File: config.mk
export PLATFORM = sky130hd
export DESIGN_NAME = button_click_detector_unit
export DESIGN_NICKNAME = d
export VERILOG_FILES = /design/src/hw/rtl/bcd_pkg.sv /design/src/hw/rtl/button_click_detector_unit.sv
export SDC_FILE = /design/constraint.sdc
export NUM_CORES = 1
export LEC_CHECK = 0
export ABC_AREA = 1
export BUFFER_PORTS_ARGS = -buffer_cell sky130_fd_sc_hd__buf_2
export CORE_AREA = 2 2 94 163
export DETAILED_ROUTE_END_ITERATION = 8
export DIE_AREA = 0 0 96 165
export GPL_TIMING_DRIVEN = 0
export MAX_ROUTING_LAYER = met4
export PLACE_DENSITY = 0.57
export SYNTH_ARGS = -nofsm -noshare
export SYNTH_HDL_FRONTEND = slang
export SYNTH_SLANG_ARGS = --single-unit
File: constraint.sdc
create_clock -name clk -period 6.45 [get_ports clk]
set_input_delay 0.645 -clock clk [delete_from_list [all_inputs] [get_ports clk]]
set_output_delay 0.645 -clock clk [all_outputs]
set_load 0.005 [all_outputs]
File: src/hw/rtl/bcd_pkg.sv
// Shared constants for the button click detector: widths, reset values, codes.
// No dependencies; used by the top level and its checker.
`default_nettype none

package bcd_pkg;

	localparam int SETTLE_WIDTH = 8;
	localparam int TICK_WIDTH = 16;

	localparam int DEB_W = 8;
	localparam int LONG_W = 16;
	localparam int WIN_W = 16;
	localparam int CFG_DATA_W = 16;
	localparam int CFG_ADDR_W = 2;

	localparam int SCMP_W = (SETTLE_WIDTH > DEB_W) ? SETTLE_WIDTH : DEB_W;
	localparam int LCMP_W = (TICK_WIDTH > LONG_W) ? TICK_WIDTH : LONG_W;
	localparam int WCMP_W = (TICK_WIDTH > WIN_W) ? TICK_WIDTH : WIN_W;

	localparam int IN_DATA_W = 8;
	localparam int OUT_DATA_W = 8;
	localparam int OUT_USED_W = 5;

	localparam logic [CFG_ADDR_W-1:0] CFG_ACTIVE_LEVEL = 2'd0;
	localparam logic [CFG_ADDR_W-1:0] CFG_DEBOUNCE_TICKS = 2'd1;
	localparam logic [CFG_ADDR_W-1:0] CFG_LONG_PRESS_TICKS = 2'd2;
	localparam logic [CFG_ADDR_W-1:0] CFG_DOUBLE_CLICK_WINDOW = 2'd3;

	localparam logic RST_ACTIVE_LEVEL = 1'b0;
	localparam logic [DEB_W-1:0] RST_DEBOUNCE_TICKS = 8'd3;
	localparam logic [LONG_W-1:0] RST_LONG_PRESS_TICKS = 16'd200;
	localparam logic [WIN_W-1:0] RST_DOUBLE_CLICK_WINDOW = 16'd60;

	typedef logic [1:0] event_t;

	localparam event_t EV_NONE = 2'd0;
	localparam event_t EV_CLICK = 2'd1;
	localparam event_t EV_DOUBLE = 2'd2;
	localparam event_t EV_LONG = 2'd3;

	localparam logic [1:0] PRESS_ONE = 2'd1;
	localparam logic [1:0] PRESS_TWO = 2'd2;

endpackage

`default_nettype wire

File: src/hw/rtl/button_click_detector_unit.sv
// Button click detector: debounce, click, double click and long press events.
// Depends on bcd_pkg.
//
// Usage: one raw pin sample per input beat on s_tdata[0]. Every input beat
// yields exactly one output beat carrying the event for that tick, the last
// reported status and the debounced level. Configuration is written through
// cfg_we/cfg_addr/cfg_wdata while no beat is in flight; a write takes effect
// on the next tick.
// Pipeline: an input register, then the result register that the debounce
// and phase logic feeds.
// Throughput: one beat per cycle while the receiver accepts; the debounce
// counter, tick counter and phase machine all update between the registers.
// Reset clears the phase machine and counters, loads the register defaults
// and sets the debounced level to released (inverse of the default active
// level). When the receiver stalls, the result register holds its beat and
// the input register still takes one more beat; after that s_tready drops
// until the result is taken.
`default_nettype none

module button_click_detector_unit (
	input  wire logic                               clk,
	input  wire logic                               arst_n,
	input  wire logic                               s_tvalid,
	output logic                                    s_tready,
	// s_tdata: [0] raw_level, [7:1] zero
	input  wire logic [bcd_pkg::IN_DATA_W-1:0]      s_tdata,
	output logic                                    m_tvalid,
	input  wire logic                               m_tready,
	// m_tdata: [1:0] event_code, [3:2] held_status, [4] clean_level, [7:5] zero
	output logic [bcd_pkg::OUT_DATA_W-1:0]          m_tdata,
	input  wire logic                               cfg_we,
	input  wire logic [bcd_pkg::CFG_ADDR_W-1:0]     cfg_addr,
	input  wire logic [bcd_pkg::CFG_DATA_W-1:0]     cfg_wdata
);

	typedef enum logic [1:0] {
		PH_IDLE,
		PH_PRESSED,
		PH_REL_WAIT,
		PH_LONG_WAIT
	} phase_t;

	// Configuration registers.
	logic                             active_q;
	logic [bcd_pkg::DEB_W-1:0]        deb_q;
	logic [bcd_pkg::LONG_W-1:0]       long_q;
	logic [bcd_pkg::WIN_W-1:0]        win_q;

	// Input stage.
	logic                             valid_s1;
	logic                             raw_s1;

	// Detector state.
	phase_t                           phase_q, phase_n;
	logic                             db_q, db_n;
	logic [bcd_pkg::SETTLE_WIDTH-1:0] settle_q, settle_n, settle_inc;
	logic [bcd_pkg::TICK_WIDTH-1:0]   tick_q, tick_n, tick_a;
	logic [1:0]                       press_q, press_n;
	bcd_pkg::event_t                  status_q, status_n, ev;
	logic                             pressed;

	// Result register.
	logic                             m_valid_q;
	logic [bcd_pkg::OUT_DATA_W-1:0]   m_data_q;

	logic                             adv;

	assign adv      = valid_s1 && (!m_valid_q || m_tready);
	assign s_tready = !valid_s1 || !m_valid_q || m_tready;
	assign m_tvalid = m_valid_q;
	assign m_tdata  = m_data_q;

	always_ff @(posedge clk or negedge arst_n) begin
		if (!arst_n) begin
			active_q <= bcd_pkg::RST_ACTIVE_LEVEL;
			deb_q    <= bcd_pkg::RST_DEBOUNCE_TICKS;
			long_q   <= bcd_pkg::RST_LONG_PRESS_TICKS;
			win_q    <= bcd_pkg::RST_DOUBLE_CLICK_WINDOW;
		end else if (cfg_we) begin
			unique case (cfg_addr)
				bcd_pkg::CFG_ACTIVE_LEVEL:        active_q <= cfg_wdata[0];
				bcd_pkg::CFG_DEBOUNCE_TICKS:      deb_q <= cfg_wdata[bcd_pkg::DEB_W-1:0];
				bcd_pkg::CFG_LONG_PRESS_TICKS:    long_q <= cfg_wdata[bcd_pkg::LONG_W-1:0];
				bcd_pkg::CFG_DOUBLE_CLICK_WINDOW: win_q <= cfg_wdata[bcd_pkg::WIN_W-1:0];
				default: ;
			endcase
		end
	end

	always_ff @(posedge clk or negedge arst_n) begin
		if (!arst_n) begin
			valid_s1 <= 1'b0;
		end else if (s_tready) begin
			valid_s1 <= s_tvalid;
		end
	end

	always_ff @(posedge clk) begin
		if (s_tready && s_tvalid) begin
			raw_s1 <= s_tdata[0];
		end
	end

	always_comb begin
		tick_a = tick_q;
		if (phase_q != PH_IDLE && tick_q != {bcd_pkg::TICK_WIDTH{1'b1}}) begin
			tick_a = tick_q + 1'b1;
		end

		// Debounce: follow the raw level once it has differed long enough.
		db_n       = db_q;
		settle_n   = '0;
		settle_inc = settle_q;
		if (db_q != raw_s1) begin
			if (settle_q != {bcd_pkg::SETTLE_WIDTH{1'b1}}) begin
				settle_inc = settle_q + 1'b1;
			end
			if (bcd_pkg::SCMP_W'(settle_inc) >= bcd_pkg::SCMP_W'(deb_q)) begin
				db_n = raw_s1;
			end else begin
				settle_n = settle_inc;
			end
		end

		pressed  = (db_n == active_q);
		phase_n  = phase_q;
		tick_n   = tick_a;
		press_n  = press_q;
		status_n = status_q;
		ev       = bcd_pkg::EV_NONE;

		unique case (phase_q)
			PH_IDLE: begin
				if (pressed) begin
					phase_n = PH_PRESSED;
					tick_n  = '0;
					press_n = bcd_pkg::PRESS_ONE;
				end else begin
					status_n = bcd_pkg::EV_NONE;
				end
			end
			PH_PRESSED: begin
				if (!pressed) begin
					tick_n  = '0;
					phase_n = PH_REL_WAIT;
				end else if (bcd_pkg::LCMP_W'(tick_a) >= bcd_pkg::LCMP_W'(long_q)) begin
					ev      = bcd_pkg::EV_LONG;
					tick_n  = '0;
					press_n = '0;
					phase_n = PH_LONG_WAIT;
				end
			end
			PH_REL_WAIT: begin
				if (bcd_pkg::WCMP_W'(tick_a) > bcd_pkg::WCMP_W'(win_q)) begin
					if (press_q == bcd_pkg::PRESS_ONE) begin
						ev = bcd_pkg::EV_CLICK;
					end else if (press_q == bcd_pkg::PRESS_TWO) begin
						ev = bcd_pkg::EV_DOUBLE;
					end
					phase_n = PH_IDLE;
					press_n = '0;
				end else if (pressed) begin
					// A third press inside the window still ends as a double click.
					if (press_q != bcd_pkg::PRESS_TWO) begin
						press_n = press_q + 1'b1;
					end
					phase_n = PH_PRESSED;
					tick_n  = '0;
				end
			end
			PH_LONG_WAIT: begin
				if (!pressed) begin
					phase_n = PH_IDLE;
					press_n = '0;
					tick_n  = '0;
				end
			end
			default: ;
		endcase

		if (ev != bcd_pkg::EV_NONE) begin
			status_n = ev;
		end
	end

	always_ff @(posedge clk or negedge arst_n) begin
		if (!arst_n) begin
			phase_q   <= PH_IDLE;
			db_q      <= ~bcd_pkg::RST_ACTIVE_LEVEL;
			settle_q  <= '0;
			tick_q    <= '0;
			press_q   <= '0;
			status_q  <= bcd_pkg::EV_NONE;
			m_valid_q <= 1'b0;
			m_data_q  <= '0;
		end else begin
			if (adv) begin
				phase_q   <= phase_n;
				db_q      <= db_n;
				settle_q  <= settle_n;
				tick_q    <= tick_n;
				press_q   <= press_n;
				status_q  <= status_n;
				m_valid_q <= 1'b1;
				m_data_q  <= {(bcd_pkg::OUT_DATA_W - bcd_pkg::OUT_USED_W)'(0), db_n, status_n, ev};
			end else if (m_tready) begin
				m_valid_q <= 1'b0;
			end
		end
	end

endmodule

`default_nettype wire

==> metrics.yaml <==
multi_input_area_mm2: 0.00247
drtIter0Drc: 187
num_vias: 4232
syn_avg_cell_area_um2: 7.65
worstPathMaxFanout: 10
yosysWarnings: 0
cts_tree: "built"
grt_max_degree: 61
dr.pass1.iters: 4
synth.cell_area_mm2: 0.00497
async_flop_share_pct: 98.7
clk_latency_ns: 0.35
m1WireLength_um: 4770
synth.top_cell.area_share_pct: 33.8
die_h_um: 165
clock-root-buffer: "clkbuf_16"
start_kind: "flop"
wl_met3_um: 302
grt-ovfl-total: 0
drive_gt1_share_pct: 13.5
ir_drop_v: 0.000134
yosys-top-cells-count: "nand2_1 (175), inv_1 (115), dfrtp_1 (67)"
synth.largest_area_cell: "dfrtp_1"
p_per_area_mw_per_mm2: 291
antenna_found_initial: 0
clock_sinks: 78
hpwl_um: 9440
final_antenna_net_count: 0
rows: 58
portBuffers: 30
syn2layout_area_growth_pct: 14.3
cts_buffer_depth: 2
status: "finished, final reports clean"
maxCapViolations: 0
vias_per_cell: 4.82
cts_setup_buffers: 0
hold_viol: 0
path_clk_slew_ns: 0.06
ys_ff_latch: 78
max_freq_ghz: 0.234
setup_viol: 0
critPathKind: "reg -> reg"
cts_made_buffers: 9
rsz0062_at_grt: "false"
cts.repair.resized: 0
required_ns: 6.68
gp_congestion: 0.922
synth_cell_types: 38
core_mm2: 0.0144
endpoint_kind: "flop"
die_w_um: 96
fin_nets: 770
drc: 0
wl_met2_um: 6850
fillCellCount: 1484
power.leakage_nw: 3.01
finalNonFillerCells: 878
grt_pass1_wl_um: 20400
setup_tns_ns: 0
ctsHoldBuffers: 0
dieArea_mm2: 0.0158
finalCriticalPeriod_ns: 4.28
synth_edf_count: 1
grt.total_usage_pct: 17.3
synth_top_flop_cell: "dfrtp_1"
start_util_pct: 34.4
cp.arrival_ns: 4.51
seq_area_mm2: 0.00197
htreeDepth: 3
slew_viol_final: 0
synth_area_leaders: "dfrtp_1 (34%), nand2_1 (13%), ha_1 (12%)"
seq_area_frac_synth_pct: 39.6
slew_headroom_pct: 63.9
fin_skew_ns: 0.00925
synth.most_common_cell: "nand2_1"
routedWlPerCell_um: 13.9
hp-class: "in -> async"
n_antenna_cell: 0
ios: 41
post-route-period-util_pct: 66.3
synthCells: 649
dpl.cell_count: 862
grt_pass1_vias: 4362
highest_layer: "met4"
worst_pin_slew_ns: 0.542
routed_wl_um: 12200
flip-flops by register name, indices dropped and copies added (netlist names), 2 cells and up:
name	count
long_q	16
tick_q	16
win_q	16
deb_q	8
settle_q	8
m_tdata	4
phase_q	2
press_q	2
per-stage QoR:
step           setup WS [ns]  util (%)  cell area (um2)  hold WS, ns  power [mW]
6_report                2.17      39.3             5680        0.176        1.65
5_1_grt                 1.75      39.3             5680        0.188        1.77
4_1_cts                 2.26      39.3             5680        0.182        1.67
3_5_place_dp            2.27      37.3             5380        0.473        1.14
3_3_place_gp            2.40      37.0             5350        0.465        1.12
2_1_floorplan           2.94         -             4970        0.349       0.997
final cells by class:
cell class / instances / share of cell area (%)
well taps: 180 / 3.97
plain buffers: 16 / 1.89
repair buffers: 31 / 3.17
multi-input cells: 442 / 43.4
clock buffers: 10 / 4.03
clock inverters: 6 / 1.23
inverters: 115 / 7.60
flip-flops and latches: 78 / 34.7
cells by family after synthesis:
group,count (synthesis),share of synthesized area (%)
AND/OR/NAND/NOR,286,24.8
buffers and inverters,131,10.9
AO/OA/AOI/OAI,88,9.67
flip-flops,78,39.6
adder cells (fa/ha/maj),46,11.6
XOR/XNOR,19,3.35
other,1,0.0755
report_power, final:
part	total [mW]	switching, mW	internal, mW
Sequential	0.620	0.0529	0.567
Clock	0.517	0.214	0.303
Combinational	0.514	0.324	0.190
worst paths after layout:
check | start | end | slack [ns] | cells after the start
max reg2reg | phase_q[1] | tick_q[8] | 2.17 | 26
min in group clk | long_q[11] | long_q[11] | 0.48 | 2
min reg2reg | long_q[11] | long_q[11] | 0.48 | 2
max | phase_q[1] | tick_q[8] | 2.17 | 26
max in group asynchronous | arst_n | long_q[7] | 5.65 | 2
min | arst_n | tick_q[10] | 0.18 | 1
cell usage in the layout, fill, tap and decap left out, types with 10 or more instances in the layout:
cell / netlist / layout
ha_1: 46 / 46
inv_1: 115 / 115
o21ai_0: 52 / 52
nor2_1: 38 / 38
nand2_1: 175 / 175
dfrtp_1: 67 / 67
dfstp_2: 10 / 10
a21oi_1: 17 / 17
nand2_2: 24 / 24
buf_2: 0 / 29
xor2_1: 17 / 17
nand3_1: 24 / 24
layer usage:
| layer | track usage (%) | vias to the layer above |
|---|---|---|
| li1 | - | 2118 |
| met4 | 7.01 | 0 |
| met5 | - | - |
| met2 | 32.3 | 84 |
| met1 | 17.6 | 2015 |
| met3 | 2.42 | 15 |
critical path, cell delays in order, from the launching register on:
cell     delay (ns)
dfrtp_1        0.40
inv_1          0.11
ha_1           0.24
inv_1          0.18
o21ai_2        0.11
nor4_1         0.39
nand3_1        0.16
nor2_1         0.12
nand2_1        0.09
nor2_1         0.13
xnor2_1        0.15
inv_1          0.09
ha_1           0.30
nand2_1        0.07
nor2_1         0.17
nand4_1        0.16
nor3_1         0.29
nand4_1        0.18
nand2_2        0.15
nand2_1        0.06
nand2_1        0.06
nand3_1        0.08
nand2_1        0.10
nand2_4        0.10
buf_12         0.16
nand2_2        0.06
nand2_2        0.04
Note: power is estimated with default switching activity, not from simulation.
